`src/hdl/bmf3_pkg.sv`:
```
`timescale 1ns / 1ps
// Shared constants, types and register codes of the 3x3 box mean filter.
package bmf3_pkg;

    localparam int MAX_WIDTH_DEF = 2048;
    localparam int LANE_W        = 8;
    localparam int LANES         = 3;
    localparam int PIX_W         = LANES * LANE_W;
    localparam int WIN           = 3;
    localparam int WIN_CELLS     = WIN * WIN;
    localparam int CFG_W         = 12;
    localparam int APB_DATA_W    = 32;
    localparam int APB_ADDR_W    = 3;
    localparam int REG_SEL_BIT   = 2;

    localparam logic [CFG_W-1:0] WIDTH_RESET  = 12'd640;
    localparam logic [CFG_W-1:0] HEIGHT_RESET = 12'd480;

    // Register indexes, selected by paddr[REG_SEL_BIT].
    localparam logic REG_IMAGE_WIDTH  = 1'b0;
    localparam logic REG_IMAGE_HEIGHT = 1'b1;

    // Operation codes of an input beat.
    localparam logic OP_PIXEL = 1'b0;
    localparam logic OP_DRAIN = 1'b1;

    typedef logic [PIX_W-1:0] t_pixel;
    typedef t_pixel [WIN_CELLS-1:0] t_window;

    // Border flags of the result position and the end-of-frame mark.
    typedef struct packed {
        logic top_ok;
        logic bot_ok;
        logic left_ok;
        logic right_ok;
        logic last;
    } t_emit_meta;

    typedef enum logic [1:0] {
        FS_IDLE,
        FS_PRE,
        FS_UPDATE
    } t_fstate;

endpackage

```
`src/hdl/bmf3_res_if.sv`:
```
`timescale 1ns / 1ps
// Result channel: three filtered byte lanes and the end-of-frame flag.
interface bmf3_res_if;
    logic                        valid;
    logic                        ready;
    logic [bmf3_pkg::LANE_W-1:0] lane0_out;
    logic [bmf3_pkg::LANE_W-1:0] lane1_out;
    logic [bmf3_pkg::LANE_W-1:0] lane2_out;
    logic                        frame_end;

    modport source (
        output valid,
        output lane0_out,
        output lane1_out,
        output lane2_out,
        output frame_end,
        input  ready
    );

    modport sink (
        input  valid,
        input  lane0_out,
        input  lane1_out,
        input  lane2_out,
        input  frame_end,
        output ready
    );
endinterface

```
`src/hdl/bmf3_mean.sv`:
```
`timescale 1ns / 1ps
// Window averaging pipeline: masked lane sums, then division by the cell count.
module bmf3_mean (
    input  logic                 i_clk,
    input  logic                 i_rst_n,
    input  logic                 i_win_vld,
    output logic                 o_win_take,
    input  bmf3_pkg::t_window    i_window,
    input  bmf3_pkg::t_emit_meta i_meta,
    bmf3_res_if.source           o_res
);

    localparam int LANE_W = bmf3_pkg::LANE_W;
    localparam int LANES  = bmf3_pkg::LANES;
    localparam int WIN    = bmf3_pkg::WIN;
    localparam int CELLS  = bmf3_pkg::WIN_CELLS;
    localparam int SUM_W  = 12;
    localparam int CNT_W  = 4;
    localparam int PROD_W = 2 * SUM_W;
    // Reciprocals rounded up; exact for every sum below 2^SUM_W.
    localparam logic [SUM_W-1:0] RECIP_3 = 12'd2731;
    localparam logic [SUM_W-1:0] RECIP_9 = 12'd3641;
    localparam int SHIFT_3 = 13;
    localparam int SHIFT_6 = 14;
    localparam int SHIFT_9 = 15;

    logic [WIN-1:0]    row_ok;
    logic [WIN-1:0]    col_ok;
    logic [1:0]        nr;
    logic [1:0]        nc;
    logic [SUM_W-1:0]  term  [LANES][CELLS];
    logic [SUM_W-1:0]  n_sum [LANES];
    logic [SUM_W-1:0]  r_sum [LANES];
    logic [CNT_W-1:0]  n_cnt;
    logic [CNT_W-1:0]  r_cnt;
    logic              r_s_vld;
    logic              r_s_last;
    logic [SUM_W-1:0]  recip;
    logic [PROD_W-1:0] prod  [LANES];
    logic [SUM_W-1:0]  quo   [LANES];
    logic [LANE_W-1:0] n_lane [LANES];
    logic [LANE_W-1:0] r_lane [LANES];
    logic              r_o_vld;
    logic              r_o_last;
    logic              o_take;

    assign o_take     = !r_o_vld || o_res.ready;
    assign o_win_take = !r_s_vld || o_take;

    // Sum stage: only cells inside the image contribute.
    always_comb begin
        row_ok = {i_meta.bot_ok, 1'b1, i_meta.top_ok};
        col_ok = {i_meta.right_ok, 1'b1, i_meta.left_ok};
        nr     = 2'd1 + 2'(i_meta.top_ok) + 2'(i_meta.bot_ok);
        nc     = 2'd1 + 2'(i_meta.left_ok) + 2'(i_meta.right_ok);
        n_cnt  = CNT_W'(nr) * CNT_W'(nc);
        for (int l = 0; l < LANES; l++) begin
            for (int r = 0; r < WIN; r++) begin
                for (int c = 0; c < WIN; c++) begin
                    term[l][r*WIN+c] = (row_ok[r] && col_ok[c])
                        ? SUM_W'(i_window[r*WIN+c][l*LANE_W +: LANE_W]) : '0;
                end
            end
            n_sum[l] = (term[l][0] + term[l][1] + term[l][2])
                     + (term[l][3] + term[l][4] + term[l][5])
                     + (term[l][6] + term[l][7] + term[l][8]);
        end
    end

    always_ff @(posedge i_clk) begin
        if (!i_rst_n) begin
            r_s_vld <= 1'b0;
        end else if (o_win_take) begin
            r_s_vld <= i_win_vld;
        end
    end

    always_ff @(posedge i_clk) begin
        if (o_win_take && i_win_vld) begin
            r_sum    <= n_sum;
            r_cnt    <= n_cnt;
            r_s_last <= i_meta.last;
        end
    end

    // Divide stage: the count is 1, 2, 3, 4, 6 or 9.
    always_comb begin
        recip = (r_cnt == 4'd9) ? RECIP_9 : RECIP_3;
        for (int l = 0; l < LANES; l++) begin
            prod[l] = PROD_W'(r_sum[l]) * PROD_W'(recip);
            case (r_cnt)
                4'd1:    quo[l] = r_sum[l];
                4'd2:    quo[l] = r_sum[l] >> 1;
                4'd3:    quo[l] = SUM_W'(prod[l] >> SHIFT_3);
                4'd4:    quo[l] = r_sum[l] >> 2;
                4'd6:    quo[l] = SUM_W'(prod[l] >> SHIFT_6);
                default: quo[l] = SUM_W'(prod[l] >> SHIFT_9);
            endcase
            n_lane[l] = quo[l][LANE_W-1:0];
        end
    end

    always_ff @(posedge i_clk) begin
        if (!i_rst_n) begin
            r_o_vld <= 1'b0;
        end else if (o_take) begin
            r_o_vld <= r_s_vld;
        end
    end

    always_ff @(posedge i_clk) begin
        if (o_take && r_s_vld) begin
            r_lane   <= n_lane;
            r_o_last <= r_s_last;
        end
    end

    assign o_res.valid     = r_o_vld;
    assign o_res.lane0_out = r_lane[0];
    assign o_res.lane1_out = r_lane[1];
    assign o_res.lane2_out = r_lane[2];
    assign o_res.frame_end = r_o_last;

endmodule

```
`src/flat_wrapper.sv`:
```
// flat-port wrapper written by rule: the top's interface ports become plain ports
module bmf3_mean_flat 
  (i_clk, i_rst_n, i_win_vld, o_win_take, i_window, i_meta, o_res_valid, o_res_lane0_out, o_res_lane1_out, o_res_lane2_out, o_res_frame_end, o_res_ready);
  bmf3_res_if o_res_i ();
  input  logic i_clk;
  input  logic i_rst_n;
  input  logic i_win_vld;
  output logic o_win_take;
  input  bmf3_pkg::t_window i_window;
  input  bmf3_pkg::t_emit_meta i_meta;
  output wire logic [$bits(o_res_i.valid)-1:0] o_res_valid;
  output wire logic [$bits(o_res_i.lane0_out)-1:0] o_res_lane0_out;
  output wire logic [$bits(o_res_i.lane1_out)-1:0] o_res_lane1_out;
  output wire logic [$bits(o_res_i.lane2_out)-1:0] o_res_lane2_out;
  output wire logic [$bits(o_res_i.frame_end)-1:0] o_res_frame_end;
  input wire logic [$bits(o_res_i.ready)-1:0] o_res_ready;
  assign o_res_valid = o_res_i.valid;
  assign o_res_lane0_out = o_res_i.lane0_out;
  assign o_res_lane1_out = o_res_i.lane1_out;
  assign o_res_lane2_out = o_res_i.lane2_out;
  assign o_res_frame_end = o_res_i.frame_end;
  assign o_res_i.ready = o_res_ready;
  bmf3_mean u_core (.i_clk(i_clk), .i_rst_n(i_rst_n), .i_win_vld(i_win_vld), .o_win_take(o_win_take), .i_window(i_window), .i_meta(i_meta), .o_res(o_res_i));
endmodule
```
`config.mk`:
```
export PLATFORM = sky130hd
export DESIGN_NAME = bmf3_mean_flat
export DESIGN_NICKNAME = d
export VERILOG_FILES = /design/src/hdl/bmf3_pkg.sv /design/src/hdl/bmf3_res_if.sv /design/src/hdl/bmf3_mean.sv /design/src/flat_wrapper.sv
export SDC_FILE = /design/constraint.sdc
export NUM_CORES = 1
export LEC_CHECK = 0
export BUFFER_PORTS_ARGS = -buffer_cell sky130_fd_sc_hd__buf_4
export CAP_MARGIN = 20
export CORE_MARGIN = 1.5
export CORE_UTILIZATION = 30
export DETAILED_ROUTE_END_ITERATION = 6
export GPL_ROUTABILITY_DRIVEN = 0
export PLACE_DENSITY = 0.48
export RECOVER_POWER = 50
export SLEW_MARGIN = 20
export SYNTH_ARGS = -nofsm -noshare
export SYNTH_HDL_FRONTEND = slang
export SYNTH_SLANG_ARGS = --single-unit
```
`constraint.sdc`:
```
create_clock -name i_clk -period 11.9 [get_ports i_clk]
set_input_delay 0 -clock i_clk [delete_from_list [all_inputs] [get_ports i_clk]]
set_output_delay 0 -clock i_clk [all_outputs]
set_load 0.05 [all_outputs]
```
==> results of run 1 <==
-- cell type report --
class                   instances  area share, %
multi-input cells            1189           65.7
flip-flops and latches         68           9.92
repair buffers                265           9.28
inverters                     476           8.77
well taps                     765           4.70
clock buffers                   9           1.11
clock inverters                 7          0.522
-- placed cells by master, fill, tap and decap left out, drive strengths merged, types with 4 or more instances in the layout --
master       count
nand3            8
dlygate4sd3      4
a221oi           4
inv            479
nand2          140
xnor2           45
xor2            14
a211oi           6
o21bai           9
a31oi            4
a21o            18
nor3             4
and2            90
a21oi           49
nand2b           5
edfxtp          66
nor2b           20
clkbuf          39
o21a             9
fa             318
a221o            5
buf            231
nor2            37
and3            51
o211ai           9
o21ai           23
a222oi          21
ha             256
-- registers in the layout, summed over array words and instances (netlist names) --
register,count
u_core.o_res.frame_end,1
u_core.o_res.lane0_out,8
u_core.o_res.lane1_out,8
u_core.o_res.lane2_out,8
u_core.o_res.valid,1
u_core.r_cnt,4
u_core.r_s_last,1
u_core.r_s_vld,1
u_core.r_sum,36
-- final timing paths --
kind	from	to	slack (ns)	cells past startpoint
worst min register to register	u_core.r_s_last$_DFFE_PP_	u_core.o_res.frame_end$_DFFE_PP_	0.42	0
worst min-delay path	o_res_ready	u_core.r_s_vld$_SDFFE_PN0N_	0.02	4
worst max register to register	u_core.r_cnt[1]$_DFFE_PP_	u_core.o_res.lane0_out[7]$_DFFE_PP_	5.00	21
worst max-delay path	u_core.r_cnt[1]$_DFFE_PP_	u_core.o_res.lane0_out[7]$_DFFE_PP_	5.00	21
-- Yosys cell counts, types with 8 or more instances --
library cell  instances  area (sq um)
nor2_1               37           139
and3_1               51           319
a21o_1               18           135
ha_1                256          3200
o21a_1                9          67.6
a21oi_1              48           240
o21bai_1              8          60.1
a222oi_1             21           210
xor2_1               14           123
inv_1               476          1790
nand2_1             140           526
nor2b_1              20           125
and2_1               90           563
o21ai_0              20           100
edfxtp_1             66          1980
nand3_1               8          40.0
clkbuf_1             42           158
fa_1                318          6370
xnor2_1              45           394
o211ai_1              9          67.6
-- cell families after synthesis --
group	after synthesis	synth area share (%)
xor gates and xnor gates	59	2.97
and+or+nand+nor	371	11.0
adders and majority gates	574	55.1
AOI/OAI and AO/OA	185	7.89
buffers and inverters	523	11.4
DFF	68	11.6
-- per-layer routing --
layer  GRT usage [%]  share of wire, %  vias to the layer above
li1                -                 -                     6044
met2            27.7                46                      341
met3            3.06               5.4                       50
met1            22.1                46                     6063
met4            4.47               2.1                        4
met5               0             0.061                        -
-- worst max-delay path, stage by stage (launching register included) --
cell and delay [ns]:
edfxtp_1 0.55, nor4bb_4 0.84, buf_4 0.46, and2_1 0.20
fa_1 0.44, inv_1 0.09, fa_1 0.43, fa_1 0.51
inv_1 0.05, fa_1 0.47, inv_1 0.05, fa_1 0.48
inv_1 0.05, ha_1 0.28, a21oi_1 0.25, nand3_1 0.15
o211a_4 0.27, a31oi_4 0.26, o221ai_1 0.21, xor2_1 0.19
a221oi_1 0.26, o21ai_1 0.10
-- stage by stage --
| step | util (%) | cell area, sq um | worst slack, ns | instances |
|---|---|---|---|---|
| 6_report | 35.5 | 20400 | 5.00 | 2779 |
| 5_1_grt | 35.5 | 20400 | 4.54 | 2779 |
| 4_1_cts | 35.7 | 20500 | 4.97 | 2779 |
| 3_5_place_dp | 35.0 | 20100 | 5.00 | 2759 |
| 3_3_place_gp | 35.0 | 20100 | 5.17 | 2759 |
| 2_1_floorplan | - | 17400 | 6.04 | 1780 |
==> summary.txt, run 1 <==
I/O Pins -> 252
crit start category -> register
Setup Crit Path Kind -> register to register
starting density of the core -> 30.2%
library cells used by synthesis -> 62
# Post-CTS Setup Buffers -> 0
buffers added on ports -> 251
Post-Synthesis Cells -> 1,780
FF+latch area -> 2020 sq um
Row Count -> 88
GRT overflow -> 0
initial DRC count -> 581
Critical Path RT -> 11.99 ns
RSZ-0062 raised after global routing -> no
Final Setup Violations -> 0
die width -> 244 microns
hold_ws -> 0.0190 ns
H-tree Lvls -> 3
CTS resizes -> 0
CTS tree -> done
Final HPWL DP -> 41.9 mm
Synth Net Count -> 2,579
Post-synth ARST share -> 0%
fraction of layout cells with a size suffix above 1 -> 13.3%
Die Area -> 59,400 sq um
CP max FO -> 30
fillers -> 5,978
total DRC errors in the routed layout -> 7
antenna-violating nets left -> 0
Slew HR -> -77.9%
largest net degree at the start of global routing -> 67
violated checks -> DRC, capacitance limit, slew limit
GRT Resource Usage Total -> 16.6%
Seq cells post-synth -> 68
Final Cycle Share -> 58.0%
Cell Area, Synth -> 17,400 sq um
area of the multi-input gates -> 13,400 sq um
crit path time final -> 6.90 ns
deepest clock path buffer count -> 2
number of global-route vias before repair -> 14,041
share of the yosys chip area belonging to registers -> 11.6%
CTS clk-pin slew, worst paths -> 0.07 ns
CP endpoint kind -> register
Worst-Margin Slew -> 2.67 ns
Main synth FF type -> edfxtp_1
Hold-fix buffers, CTS -> 4
NumNets Final -> 2,808
Setup TNS -> 0 ns
first-pass GRT wire length -> 76.6 mm
WL final -> 47.6 mm
number of flops mapped to enable cells by yosys -> 66
status -> finished with violations
Worst EP arrival -> 6.98 ns
Slew Limit Fails -> 122
vias -> 12,502
initial antenna violation count -> 2
synth-to-layout area growth -> 17.3%
final hold vios -> 0
ANT cells -> 0
clock sink count -> 68
TritonRoute pass-1 iters -> 7
synth warn -> 0
Max-cap violations -> 3
Synth Area per Inst -> 9.76 sq um
final worst clock skew -> 0.0125 ns
fmax -> 0.145 GHz
total CTS buffers -> 9
Die Y -> 244 microns
number of vias per cell -> 4.50
CTS Root Buffer Type -> clkbuf_16
Hold/Removal Path Class -> input port to register
DR WL/cell -> 17.1 microns
Skew-Pair Late Insertion Delay -> 0.37 ns
Core Area -> 57,500 sq um
Power of run 1 is left out: the tool's default activity adds up to more than one toggle a clock period on the data nets, which glitch-free logic cannot reach.
==> inputs of run 2 (changes only) <==
--- a/config.mk
+++ b/config.mk
@@ -11,7 +11,7 @@
 export CORE_UTILIZATION = 30
 export DETAILED_ROUTE_END_ITERATION = 6
 export GPL_ROUTABILITY_DRIVEN = 0
-export PLACE_DENSITY = 0.48
+export PLACE_DENSITY = 0.5
 export RECOVER_POWER = 50
 export SLEW_MARGIN = 20
 export SYNTH_ARGS = -nofsm -noshare
==> constraint.sdc (replaced) <==
create_clock -name i_clk -period 6.3 [get_ports i_clk]
set_input_delay 0 -clock i_clk [delete_from_list [all_inputs] [get_ports i_clk]]
set_output_delay 0 -clock i_clk [all_outputs]
set_load 0.05 [all_outputs]
==> summary.txt, run 2 (same netlist as run 1, synthesis figures left out) <==
Max-cap violations -> 2
CTS Root Buffer Type -> clkbuf_16
I/O Pins -> 252
CP startpoint -> u_core.r_cnt[1]$_DFFE_PP_
first-pass GRT wire length -> 76.1 mm
initial antenna violation count -> 1
fraction of layout cells with a size suffix above 1 -> 14.5%
fmax -> 0.165 GHz
Setup Crit Path Kind -> register to register
CTS tree -> done
number of global-route vias before repair -> 14,130
Final Setup Violations -> 0
starting density of the core -> 30.2%
Die Area -> 59,400 sq um
DR WL/cell -> 17.0 microns
GRT Resource Usage Total -> 16.4%
Buf+Inv Stages, Crit Path -> 4
number of flip-flops in the largest register -> 36
fillers -> 5,924
violated checks -> capacitance limit, slew limit
CTS clk-pin slew, worst paths -> 0.07 ns
worst hold endpoint -> u_core.r_cnt[0]$_DFFE_PP_
NumNets Final -> 2,834
antenna-violating nets left -> 0
Final Cycle Share -> 96.1%
Worst EP arrival -> 6.17 ns
number of vias per cell -> 4.51
initial DRC count -> 559
status -> finished with violations
Final HPWL DP -> 42.0 mm
ANT cells -> 0
die width -> 244 microns
crit start category -> register
Slew Limit Fails -> 86
H-tree Lvls -> 3
Hold/Removal Path Class -> input port to register
synth-to-layout area growth -> 18.7%
most common cell after layout, fill and taps aside -> inv_1
CP top delay family -> adder cells
buffers added on ports -> 251
Row Count -> 88
critical path cell sequence -> nor4bb_4 -> buf_12 -> buf_4 -> and2_1 -> fa_1 -> ha_1 -> inv_1 -> fa_1 -> inv_1 -> fa_1 -> fa_1 -> ha_1 -> a2111o_1 -> nand2_1 -> o31ai_1 -> o211ai_1 -> nand2_1 -> a21oi_2 -> xor2_1 -> o21ai_0 -> a221o_1
TritonRoute pass-1 iters -> 7
largest net degree at the start of global routing -> 48
Slew HR -> -84.5%
clock sink count -> 68
reg2reg path depth -> 21
RR Endpoint -> u_core.o_res.lane1_out[7]$_DFFE_PP_
CP peak stage delay -> 0.54 ns
Setup TNS -> 0 ns
total CTS buffers -> 9
worst r2r src -> u_core.r_cnt[1]$_DFFE_PP_
final worst clock skew -> 0.0111 ns
most frequent CP cell -> fa_1
r2r setup slk -> 0.25 ns
Largest Register -> u_core.r_sum
Worst-Margin Slew -> 2.77 ns
CP endpoint kind -> register
GRT overflow -> 0
WL final -> 47.7 mm
final hold vios -> 0
CP max FO -> 15
crit path time final -> 6.05 ns
deepest clock path buffer count -> 2
Core Area -> 57,500 sq um
slowest CP cell -> fa_1
Skew-Pair Late Insertion Delay -> 0.37 ns
hold wc startpoint -> i_meta[2]
Critical Path RT -> 6.42 ns
commonest non-fill, non-tap cells in the layout -> inv_1, fa_1, ha_1
total DRC errors in the routed layout -> 0
Die Y -> 244 microns
hold path cells -> 4
vias -> 12,638
-- run 2: area by class of cell --
class / count / area (sq um) / share of cell area [%]
multi-input combinational: 1189 / 13400 / 65.0
timing repair buffer: 291 / 2130 / 10.3
sequential: 68 / 2020 / 9.80
inverter: 476 / 1790 / 8.66
tap: 765 / 957 / 4.64
clock buffer: 9 / 225 / 1.09
clock inverter: 7 / 100 / 0.485
-- run 2: worst max-delay path by stage --
stage	slack, ns	endpoint	cells past startpoint
2_1_floorplan	0.44	u_core.o_res.lane0_out[7]$_DFFE_PP_	23
3_3_place_gp	0.30	u_core.o_res.lane0_out[7]$_DFFE_PP_	21
3_5_place_dp	0.16	u_core.o_res.lane0_out[7]$_DFFE_PP_	21
4_1_cts	0.14	u_core.o_res.lane0_out[7]$_DFFE_PP_	21
5_1_grt	-0.02	u_core.o_res.lane1_out[7]$_DFFE_PP_	21
6_report	0.25	u_core.o_res.lane1_out[7]$_DFFE_PP_	21
-- run 2: stage by stage --
step           setup slack, ns  cells  utilization (%)  hold WS [ns]  instance area, sq um
6_report                 0.247   2805             35.9         0.209                 20600
5_1_grt                -0.0223   2805             35.9         0.240                 20600
3_3_place_gp             0.302   2781             35.3         0.179                 20300
2_1_floorplan            0.438   1780                -        0.0989                 17400
3_5_place_dp             0.161   2781             35.3         0.181                 20300
4_1_cts                  0.140   2802             36.0         0.202                 20700
-- run 2: repair_timing --
action,in CTS,in global routing
endpoints found under the setup margin,0,9
buffers inserted,0,2
hold endpoints to repair,3,0
gates resized for setup,0,2
hold buffers,5,0
-- run 2: worst reg2reg max path, delay by kind of cell, from the launching register on --
kind                       cells  cell delay, ns
adders and majority gates      6            2.50
AOI/OAI and AO/OA              6            1.35
and+or+nand+nor                4            0.81
buffers and inverters          4            0.49
DFF                            1            0.43
xor gates and xnor gates       1            0.22
-- run 2: metal layers --
layer	vias up	share of wire, %	track usage [%]
met1	6195	47	22.3
met2	323	47	27.7
li1	6092	-	-
met3	26	4.8	2.69
met5	-	0.036	0
met4	2	0.92	2.72
Power of run 2 is left out for the same reason.
